## src/sv/bls_pkg.sv

```systemverilog
// ----------------------------------------------------------------------------
// bls_pkg: shared types and constants of the bounded LIFO stack
// Command and status codes, controller states and the ctrl/status bundles.
// ----------------------------------------------------------------------------
package bls_pkg;

  localparam int unsigned CmdW  = 2;
  localparam int unsigned DataW = 32;
  localparam int unsigned StW   = 2;
  localparam int unsigned CapW  = 7;

  localparam logic [CapW-1:0] CapReset = 7'd64;

  typedef enum logic [CmdW-1:0] {
    CMD_POP     = 2'd0,
    CMD_PUSH    = 2'd1,
    CMD_DISPLAY = 2'd2,
    CMD_PEEK    = 2'd3
  } cmd_e;

  typedef enum logic [StW-1:0] {
    ST_OK        = 2'd0,
    ST_OVERFLOW  = 2'd1,
    ST_UNDERFLOW = 2'd2,
    ST_EMPTY     = 2'd3
  } status_e;

  typedef enum logic [2:0] {
    S_IDLE = 3'b001,
    S_READ = 3'b010,
    S_RESP = 3'b100
  } state_e;

  // controller -> datapath
  typedef struct packed {
    logic    load_fixed;   // load a result with zero data and last set
    status_e fixed_status;
    logic    push_we;      // write the pushed word at the top, count up
    logic    pop_dec;      // count down
    logic    rd_top;       // read the entry below count
    logic    rd_next;      // read the entry below the pointer
    logic    load_rd;      // load a result from read data
    logic    rd_last;
  } ctrl_t;

  // datapath -> controller
  typedef struct packed {
    logic count_zero;
    logic full;
    logic ptr_zero;
    logic res_last;
  } stat_t;

endpackage

```

## src/sv/bls_if.sv

```systemverilog
// ----------------------------------------------------------------------------
// bls_if: channel interfaces of the bounded LIFO stack
// Command, result and capacity write channels, each with valid/ready.
// ----------------------------------------------------------------------------
interface bls_cmd_if;
  logic                            valid;
  logic                            ready;
  logic [bls_pkg::CmdW-1:0]        command;
  logic signed [bls_pkg::DataW-1:0] push_value;

  modport source (output valid, output command, output push_value, input ready);
  modport sink   (input valid, input command, input push_value, output ready);
endinterface

interface bls_res_if;
  logic                            valid;
  logic                            ready;
  logic [bls_pkg::StW-1:0]         status;
  logic signed [bls_pkg::DataW-1:0] data_value;
  logic                            last;

  modport source (output valid, output status, output data_value, output last,
                  input ready);
  modport sink   (input valid, input status, input data_value, input last,
                  output ready);
endinterface

interface bls_cfg_if;
  logic                     valid;
  logic                     ready;
  logic [bls_pkg::CapW-1:0] data;

  modport source (output valid, output data, input ready);
  modport sink   (input valid, input data, output ready);
endinterface

```

## src/sv/bls_ram.sv

```systemverilog
// ----------------------------------------------------------------------------
// bls_ram: generic single-write, single-read RAM
// One write port, one read port with registered read data.
// ----------------------------------------------------------------------------
module bls_ram #(
  parameter int unsigned WIDTH = 32,
  parameter int unsigned DEPTH = 64
) (
  input  logic                     clk_i,
  input  logic                     we_i,
  input  logic [$clog2(DEPTH)-1:0] waddr_i,
  input  logic [WIDTH-1:0]         wdata_i,
  input  logic                     re_i,
  input  logic [$clog2(DEPTH)-1:0] raddr_i,
  output logic [WIDTH-1:0]         rdata_o
);

  logic [WIDTH-1:0] mem_q [DEPTH];
  logic [WIDTH-1:0] rdata_q;

  always_ff @(posedge clk_i) begin
    if (we_i) begin
      mem_q[waddr_i] <= wdata_i;
    end
    if (re_i) begin
      rdata_q <= mem_q[raddr_i];
    end
  end

  assign rdata_o = rdata_q;

endmodule

```

## src/sv/bls_ctrl.sv

```systemverilog
// ----------------------------------------------------------------------------
// bls_ctrl: stack controller
// Decodes one command per transaction and sequences reads and results.
// ----------------------------------------------------------------------------
module bls_ctrl (
  input  logic                 clk_i,
  input  logic                 rst_ni,
  input  logic                 cmd_valid_i,
  input  bls_pkg::cmd_e        cmd_command_i,
  output logic                 cmd_ready_o,
  output logic                 res_valid_o,
  input  logic                 res_ready_i,
  output bls_pkg::ctrl_t       ctrl_o,
  input  bls_pkg::stat_t       stat_i
);

  bls_pkg::state_e state_q, state_d;
  bls_pkg::cmd_e   op_q, op_d;

  always_comb begin
    state_d     = state_q;
    op_d        = op_q;
    cmd_ready_o = 1'b0;
    res_valid_o = 1'b0;
    ctrl_o      = '0;
    ctrl_o.fixed_status = bls_pkg::ST_OK;

    unique case (state_q)
      bls_pkg::S_IDLE: begin
        cmd_ready_o = 1'b1;
        if (cmd_valid_i) begin
          op_d = cmd_command_i;
          unique case (cmd_command_i)
            bls_pkg::CMD_PUSH: begin
              ctrl_o.load_fixed = 1'b1;
              if (stat_i.full) begin
                ctrl_o.fixed_status = bls_pkg::ST_OVERFLOW;
              end else begin
                ctrl_o.push_we = 1'b1;
              end
              state_d = bls_pkg::S_RESP;
            end
            bls_pkg::CMD_POP: begin
              if (stat_i.count_zero) begin
                ctrl_o.load_fixed   = 1'b1;
                ctrl_o.fixed_status = bls_pkg::ST_UNDERFLOW;
                state_d = bls_pkg::S_RESP;
              end else begin
                ctrl_o.rd_top  = 1'b1;
                ctrl_o.pop_dec = 1'b1;
                state_d = bls_pkg::S_READ;
              end
            end
            default: begin // display and peek
              if (stat_i.count_zero) begin
                ctrl_o.load_fixed   = 1'b1;
                ctrl_o.fixed_status = bls_pkg::ST_EMPTY;
                state_d = bls_pkg::S_RESP;
              end else begin
                ctrl_o.rd_top = 1'b1;
                state_d = bls_pkg::S_READ;
              end
            end
          endcase
        end
      end
      bls_pkg::S_READ: begin
        ctrl_o.load_rd = 1'b1;
        ctrl_o.rd_last = (op_q != bls_pkg::CMD_DISPLAY) || stat_i.ptr_zero;
        state_d = bls_pkg::S_RESP;
      end
      bls_pkg::S_RESP: begin
        res_valid_o = 1'b1;
        if (res_ready_i) begin
          // only a display walk leaves last clear
          if (stat_i.res_last) begin
            state_d = bls_pkg::S_IDLE;
          end else begin
            ctrl_o.rd_next = 1'b1;
            state_d = bls_pkg::S_READ;
          end
        end
      end
      default: begin
        state_d = bls_pkg::S_IDLE;
      end
    endcase
  end

  always_ff @(posedge clk_i or negedge rst_ni) begin
    if (!rst_ni) begin
      state_q <= bls_pkg::S_IDLE;
      op_q    <= bls_pkg::CMD_POP;
    end else begin
      state_q <= state_d;
      op_q    <= op_d;
    end
  end

endmodule

```

## src/sv/bls_dpath.sv

```systemverilog
// ----------------------------------------------------------------------------
// bls_dpath: stack datapath
// Entry RAM, entry count, walk pointer, capacity register and result register.
// ----------------------------------------------------------------------------
module bls_dpath #(
  parameter int unsigned DEPTH = 64
) (
  input  logic                             clk_i,
  input  logic                             rst_ni,
  input  logic signed [bls_pkg::DataW-1:0] push_value_i,
  input  logic                             cfg_valid_i,
  input  logic [bls_pkg::CapW-1:0]         cfg_data_i,
  input  bls_pkg::ctrl_t                   ctrl_i,
  output bls_pkg::stat_t                   stat_o,
  output logic [bls_pkg::StW-1:0]          status_o,
  output logic signed [bls_pkg::DataW-1:0] data_value_o,
  output logic                             last_o
);

  localparam int unsigned AddrW = $clog2(DEPTH);
  localparam int unsigned CntW  = $clog2(DEPTH + 1);
  localparam logic [bls_pkg::CapW-1:0] DepthCap = bls_pkg::CapW'(DEPTH);

  logic [CntW-1:0]                 count_q, count_d;
  logic [CntW-1:0]                 cnt_m1;
  logic [AddrW-1:0]                ptr_q, ptr_d;
  logic [bls_pkg::CapW-1:0]        cap_q, usable;
  bls_pkg::status_e                status_q;
  logic signed [bls_pkg::DataW-1:0] data_q;
  logic                            last_q;
  logic [AddrW-1:0]                raddr;
  logic [bls_pkg::DataW-1:0]       rdata;

  assign cnt_m1 = count_q - CntW'(1);
  assign usable = (cap_q > DepthCap) ? DepthCap : cap_q;

  assign stat_o.count_zero = (count_q == '0);
  assign stat_o.full       = (bls_pkg::CapW'(count_q) >= usable);
  assign stat_o.ptr_zero   = (ptr_q == '0);
  assign stat_o.res_last   = last_q;

  assign raddr = ctrl_i.rd_top ? cnt_m1[AddrW-1:0] : (ptr_q - AddrW'(1));

  always_comb begin
    count_d = count_q;
    if (ctrl_i.push_we) begin
      count_d = count_q + CntW'(1);
    end else if (ctrl_i.pop_dec) begin
      count_d = cnt_m1;
    end
  end

  always_comb begin
    ptr_d = ptr_q;
    if (ctrl_i.rd_top || ctrl_i.rd_next) begin
      ptr_d = raddr;
    end
  end

  bls_ram #(
    .WIDTH (bls_pkg::DataW),
    .DEPTH (DEPTH)
  ) u_ram (
    .clk_i   (clk_i),
    .we_i    (ctrl_i.push_we),
    .waddr_i (count_q[AddrW-1:0]),
    .wdata_i (push_value_i),
    .re_i    (ctrl_i.rd_top || ctrl_i.rd_next),
    .raddr_i (raddr),
    .rdata_o (rdata)
  );

  always_ff @(posedge clk_i or negedge rst_ni) begin
    if (!rst_ni) begin
      count_q <= '0;
      cap_q   <= bls_pkg::CapReset;
    end else begin
      count_q <= count_d;
      if (cfg_valid_i) begin
        cap_q <= cfg_data_i;
      end
    end
  end

  always_ff @(posedge clk_i) begin
    ptr_q <= ptr_d;
    if (ctrl_i.load_fixed) begin
      status_q <= ctrl_i.fixed_status;
      data_q   <= '0;
      last_q   <= 1'b1;
    end else if (ctrl_i.load_rd) begin
      status_q <= bls_pkg::ST_OK;
      data_q   <= rdata;
      last_q   <= ctrl_i.rd_last;
    end
  end

  assign status_o     = status_q;
  assign data_value_o = data_q;
  assign last_o       = last_q;

endmodule

```

## src/sv/bounded_lifo_stack.sv

```systemverilog
// ----------------------------------------------------------------------------
// bounded_lifo_stack: bounded LIFO stack of signed 32-bit words
// Push, pop, peek and display with a configurable usable capacity.
// ----------------------------------------------------------------------------
//  channel  dir  payload                       transfer
//  cmd_i    in   command, push_value           valid & ready
//  res_o    out  status, data_value, last      valid & ready
//  cfg_i    in   data (capacity, 7 bits)       valid & ready, always ready
//
// Push and every error or empty result load the result at command accept.
// Pop and peek add a read state for the registered RAM read port.
// Display of N entries: one RAM read per entry.
// One command is in flight at a time; cmd_i is held off until its last
// result is taken, and res_o stalls simply freeze the sequence.
// Reset empties the stack and sets capacity to 64; RAM contents are kept.
// ----------------------------------------------------------------------------
module bounded_lifo_stack #(
  parameter int unsigned DEPTH = 64
) (
  input  logic  clk_i,
  input  logic  rst_ni,
  bls_cmd_if.sink   cmd_i,
  bls_res_if.source res_o,
  bls_cfg_if.sink   cfg_i
);

  bls_pkg::ctrl_t ctrl;
  bls_pkg::stat_t stat;

  assign cfg_i.ready = 1'b1;

  bls_ctrl u_ctrl (
    .clk_i         (clk_i),
    .rst_ni        (rst_ni),
    .cmd_valid_i   (cmd_i.valid),
    .cmd_command_i (bls_pkg::cmd_e'(cmd_i.command)),
    .cmd_ready_o   (cmd_i.ready),
    .res_valid_o   (res_o.valid),
    .res_ready_i   (res_o.ready),
    .ctrl_o        (ctrl),
    .stat_i        (stat)
  );

  bls_dpath #(
    .DEPTH (DEPTH)
  ) u_dpath (
    .clk_i        (clk_i),
    .rst_ni       (rst_ni),
    .push_value_i (cmd_i.push_value),
    .cfg_valid_i  (cfg_i.valid),
    .cfg_data_i   (cfg_i.data),
    .ctrl_i       (ctrl),
    .stat_o       (stat),
    .status_o     (res_o.status),
    .data_value_o (res_o.data_value),
    .last_o       (res_o.last)
  );

endmodule
```

## src/flat_wrapper.sv

```systemverilog
// flat-port wrapper written by rule: the top's interface ports become plain ports
module bounded_lifo_stack_flat 
#(
  parameter int unsigned DEPTH = 64
)
  (clk_i, rst_ni, cmd_i_valid, cmd_i_command, cmd_i_push_value, cmd_i_ready, res_o_valid, res_o_status, res_o_data_value, res_o_last, res_o_ready, cfg_i_valid, cfg_i_data, cfg_i_ready);
  bls_cmd_if cmd_i_i ();
  bls_res_if res_o_i ();
  bls_cfg_if cfg_i_i ();
  input  logic clk_i;
  input  logic rst_ni;
  input wire logic [$bits(cmd_i_i.valid)-1:0] cmd_i_valid;
  input wire logic [$bits(cmd_i_i.command)-1:0] cmd_i_command;
  input wire logic [$bits(cmd_i_i.push_value)-1:0] cmd_i_push_value;
  output wire logic [$bits(cmd_i_i.ready)-1:0] cmd_i_ready;
  output wire logic [$bits(res_o_i.valid)-1:0] res_o_valid;
  output wire logic [$bits(res_o_i.status)-1:0] res_o_status;
  output wire logic [$bits(res_o_i.data_value)-1:0] res_o_data_value;
  output wire logic [$bits(res_o_i.last)-1:0] res_o_last;
  input wire logic [$bits(res_o_i.ready)-1:0] res_o_ready;
  input wire logic [$bits(cfg_i_i.valid)-1:0] cfg_i_valid;
  input wire logic [$bits(cfg_i_i.data)-1:0] cfg_i_data;
  output wire logic [$bits(cfg_i_i.ready)-1:0] cfg_i_ready;
  assign cmd_i_i.valid = cmd_i_valid;
  assign cmd_i_i.command = cmd_i_command;
  assign cmd_i_i.push_value = cmd_i_push_value;
  assign cmd_i_ready = cmd_i_i.ready;
  assign res_o_valid = res_o_i.valid;
  assign res_o_status = res_o_i.status;
  assign res_o_data_value = res_o_i.data_value;
  assign res_o_last = res_o_i.last;
  assign res_o_i.ready = res_o_ready;
  assign cfg_i_i.valid = cfg_i_valid;
  assign cfg_i_i.data = cfg_i_data;
  assign cfg_i_ready = cfg_i_i.ready;
  bounded_lifo_stack #(.DEPTH(DEPTH)) u_core (.clk_i(clk_i), .rst_ni(rst_ni), .cmd_i(cmd_i_i), .res_o(res_o_i), .cfg_i(cfg_i_i));
endmodule
```

## config.mk

```make
export PLATFORM = sky130hd
export DESIGN_NAME = bounded_lifo_stack_flat
export DESIGN_NICKNAME = d
export VERILOG_FILES = /design/src/sv/bls_pkg.sv /design/src/sv/bls_if.sv /design/src/sv/bls_ram.sv /design/src/sv/bls_ctrl.sv /design/src/sv/bls_dpath.sv /design/src/sv/bounded_lifo_stack.sv /design/src/flat_wrapper.sv
export SDC_FILE = /design/constraint.sdc
export NUM_CORES = 2
export LEC_CHECK = 0
export BUFFER_PORTS_ARGS = -buffer_cell sky130_fd_sc_hd__buf_2
export CAP_MARGIN = 20
export CELL_PAD_IN_SITES_DETAIL_PLACEMENT = 0
export CELL_PAD_IN_SITES_GLOBAL_PLACEMENT = 1
export CORE_UTILIZATION = 48
export DETAILED_ROUTE_END_ITERATION = 12
export HOLD_SLACK_MARGIN = 0.02
export PLACE_DENSITY = 0.81
export SLEW_MARGIN = 10
export SYNTH_ARGS = -nofsm -noshare
export SYNTH_HDL_FRONTEND = slang
export SYNTH_SLANG_ARGS = --single-unit
```

## constraint.sdc

```tcl
create_clock -name clk_i -period 4.9 [get_ports clk_i]
set_input_delay 0.245 -clock clk_i [delete_from_list [all_inputs] [get_ports clk_i]]
set_output_delay 0.245 -clock clk_i [all_outputs]
set_load 0.01 [all_outputs]
```

==> metrics.md <==
| Metric | Value |
|---|---|
| Synthesized cell area | `~83000 sq um` |
| Core area | `172100 sq um` |
| LEAKAGE | `31.78 nW` |
| Max-cap viol count | `0` |
| Finished Layout Cells | `just under 9000` |
| IO Port Bufs | `between 80 and 90` |
| Setup TNS | `0 ns` |
| Global-route wire length before repair | `352100 um` |
| Clk sink count | `approximately 2100` |
| Initial core utilization | `0.4851` |
| GR Layer Usage met3 | `0.05786` |
| Ordered cell list for the critical path | `inv_1 > ha_1 > nor3b_1 > a211o_2 > buf_4 > o21ai_1 > nand2b_2 > buf_12 > a21oi_1 > or4_1` |
| Syn avg cell area | `13.92 sq um` |
| Cts bufs inserted | `around 210` |
| Layer with the highest usage | `met2` |
| FP Rows | `between 150 and 200` |
| H-tree Lvls | `4` |
| I/O pin count | `84` |
| Power Density | `634.8 nW/um^2` |
| Ys Warns | `0` |
| Share of the synthesized area in the top cell type | `0.7510` |
| Startpoint Class | `register` |
| Vias/cell | `approximately 6.2` |
| Final Max Slew Viols | `0` |
| Worst stage delay on the critical path | `around 0.70 ns` |
| Final worst-path cycle share | `0.9553` |
| Post-synthesis sequential area ratio | `0.7647` |
| Setup violators final | `0` |
| Met2 Track Usage GR | `0.4324` |
| Area growth syn-to-layout | `14.44%` |
| Largest net degree at the start of global routing | `approximately 130` |
| Slowest cell on crit path | `o21ai_1` |
| RePlAce Congestion | `between 0.8 and 0.9` |
| CP Class | `reg2reg` |
| Antenna violations before repair | `31` |
| Synth unique cells | `just under 60` |
| Worst-path fanout max | `18` |
| RSZ-0062 raised after global routing | `false` |
| Clock Skews | `roughly 0.036 ns` |
| Max Freq | `0.2136 GHz` |
| Worst Tran Pin Value | `approximately 1.2 ns` |
| Worst Hold Class | `in2reg` |
| Critical path capture point type | `register` |
| CTS clk-pin slew, worst paths | `about 0.060 ns` |
| Buf+Inv Stages, Crit Path | `3` |
| Outcome | `complete, no violations` |
| Synth area leader | `edfxtp_1` |
| M1 GR Usage | `0.3865` |
| CTS tree | `done` |
| Share of cells above drive strength 1 | `0.1140` |
| Fin nets | `roughly 6200` |
| DR DRC count | `0` |
| Final Hold Vio Count | `0` |
| Vias | `53901` |
| Placed Instances | `8225` |
| Number of synthesized flops with an enable pin | `roughly 2100` |
| Top post-synthesis cells by area | `edfxtp_1 (75%), nand2_1 (6.2%), a21oi_1 (5.5%), mux2i_1 (1.6%), nand3_1 (1.5%)` |
| Dominant synthesized flop cell | `edfxtp_1` |
| CP arrival | `about 5.4 ns` |
| Final HPWL from detailed placement | `roughly 140000 um` |
| Synth Instances | `~6000` |
| Mapped Nets | `~6100` |
| Drt first pass iters | `6` |
| Die area | `between 150000 and 200000 sq um` |
| Ys async rst share | `0.008879` |
| Wirelength, routed | `approximately 250000 um` |
| Clock Path Buffers | `3` |
| Most frequent cells in the layout | `edfxtp_1 (2088), nand2_1 (1386), a21oi_1 (917)` |
| Iteration-0 DRC Markers | `7974` |
| Cell Area, Placed | `roughly 89000 sq um` |
| Vias in the first global route | `slightly above 50000` |
| GR Overflow Total | `0` |
| CP required | `about 5.6 ns` |
| #FFs+latches synth | `around 2100` |
| Wire per inst | `around 29 um` |
| Antenna-violating nets left | `0` |
| Die Y-Extent | `419.0 um` |
| Final Critical Period | `about 4.7 ns` |
| Worst slew margin | `0.2180` |
| Most common cell after layout, fill and taps aside | `edfxtp_1` |
| Layout fillers | `~13000` |
| CP top delay family | `compound AO/OA/AOI/OAI gates` |
| Die Width | `roughly 420 um` |
| Maximum vdd drop | `between 0.9 and 1 mV` |
| Clk root buf | `clkbuf_16` |
| Final Util | `0.5551` |
| Final instance area | `95540 sq um` |
| Worst-Skew Late Latency | `about 0.86 ns` |
| Global-route usage over all layers | `0.2782` |
[final timing paths]
| path | slack [ns] | startpoint | cells past startpoint | endpoint |
|---|---|---|---|---|
| min | 0.07 | cmd_i_push_value[12] | 2 | u_core.u_dpath.u_ram.mem_q[22][12] |
| max in group asynchronous | 3.11 | rst_ni | 4 | u_core.u_ctrl.op_q[1] |
| max reg2reg | 0.22 | u_core.u_dpath.count_q[0] | 10 | u_core.u_dpath.u_ram.rdata_o[22] |
| min in group asynchronous | 0.48 | rst_ni | 3 | u_core.u_ctrl.state_q[0] |
| max | 0.22 | u_core.u_dpath.count_q[0] | 10 | u_core.u_dpath.u_ram.rdata_o[22] |
| min reg2reg | 0.45 | u_core.u_dpath.data_value_o[9] | 2 | u_core.u_dpath.data_value_o[9] |
[through the flow]
stage / hold WS (ns) / power, W / setup slack [ns]
floorplan: -0.05059 / 0.03528 / 0.2470
global placement: 0.2101 / 0.04457 / 0.1492
detailed placement: 0.2243 / 0.04484 / 0.1733
CTS: 0.02385 / 0.06016 / 0.1239
global route: 0.06313 / 0.06280 / 0.005938
finish: 0.07157 / 0.06064 / 0.2191
[kinds of logic (layout without fill, tap and decap cells)]
| group | count (synthesis) | after routing | share of synthesized area |
|---|---|---|---|
| buffers and inverters | 429 | 768 | 0.02332 |
| AOI/OAI and AO/OA | 1471 | 1471 | 0.1046 |
| adders and majority gates | 11 | 11 | 0.001649 |
| other | 1 | 7 | 0.00004492 |
| and+or+nand+nor | 1790 | 1790 | 0.08712 |
| muxes | 140 | 140 | 0.01700 |
| xor gates and xnor gates | 15 | 15 | 0.001574 |
| DFF | 2140 | 2140 | 0.7647 |
[repair_timing]
| item | 4_1_cts | 5_1_grt |
|---|---|---|
| hold buffers | 25 | 7 |
| setup endpoints to repair | 0 | 9 |
| setup buffers | 0 | 5 |
| gates resized for setup | 0 | 1 |
| hold endpoints to repair | 65 | 119 |
[sequential cells by signal (all words and copies together) (netlist names)]
signal and cells:
u_core.u_dpath.status_o 2, u_core.u_ctrl.op_q 2, u_core.u_dpath.count_q 7, u_core.u_dpath.data_value_o 32, u_core.u_dpath.cap_q 7, u_core.u_dpath.u_ram.rdata_o 32
u_core.u_dpath.u_ram.mem_q 2048, u_core.u_dpath.ptr_q 6, u_core.u_ctrl.state_q 3, u_core.u_dpath.last_o 1
[synth_stat cells (20+ instances only)]
cell      instances
edfxtp_1       2088
nand2_1        1387
a21oi_1         917
nand3_1         250
clkbuf_1        247
mux2i_1         131
a22oi_1         129
a221oi_1        128
a32oi_1         128
o21ai_0         128
buf_2           117
nor2_1           81
dfxtp_1          33
or4_1            33
buf_4            20
[layer usage]
| metal | wire (um) | share of wire |
|---|---|---|
| met1 | 96300 | 0.39 |
| met2 | 114200 | 0.46 |
| met3 | 27960 | 0.11 |
| met4 | 8422 | 0.034 |
| met5 | 83 | 0.00034 |
[power by group]
group / total [W] / leakage (nW) / internal (W) / switching, W
combinational: 0.0242 / 9.33 / 0.00727 / 0.0169
clock: 0.0154 / 3.17 / 0.00860 / 0.00685
sequential: 0.0210 / 19.3 / 0.0207 / 0.000310
total: 0.0606 / 31.8 / 0.0366 / 0.0241
[layout make-up]
| class | count | area, sq um | share of cell area |
|---|---|---|---|
| diodes | 6 | 15.01 | 0.0001572 |
| inverters | 12 | 68.82 | 0.0007203 |
| flip-flops and latches | 2140 | 63840 | 0.6682 |
| clock inverters | 101 | 923.4 | 0.009665 |
| repair buffers | 379 | 3891 | 0.04073 |
| multi-input cells | 3428 | 18330 | 0.1918 |
| clock buffers | 276 | 5583 | 0.05844 |
| well taps | 2310 | 2890 | 0.03025 |
Note: power is estimated with default switching activity, not from simulation.
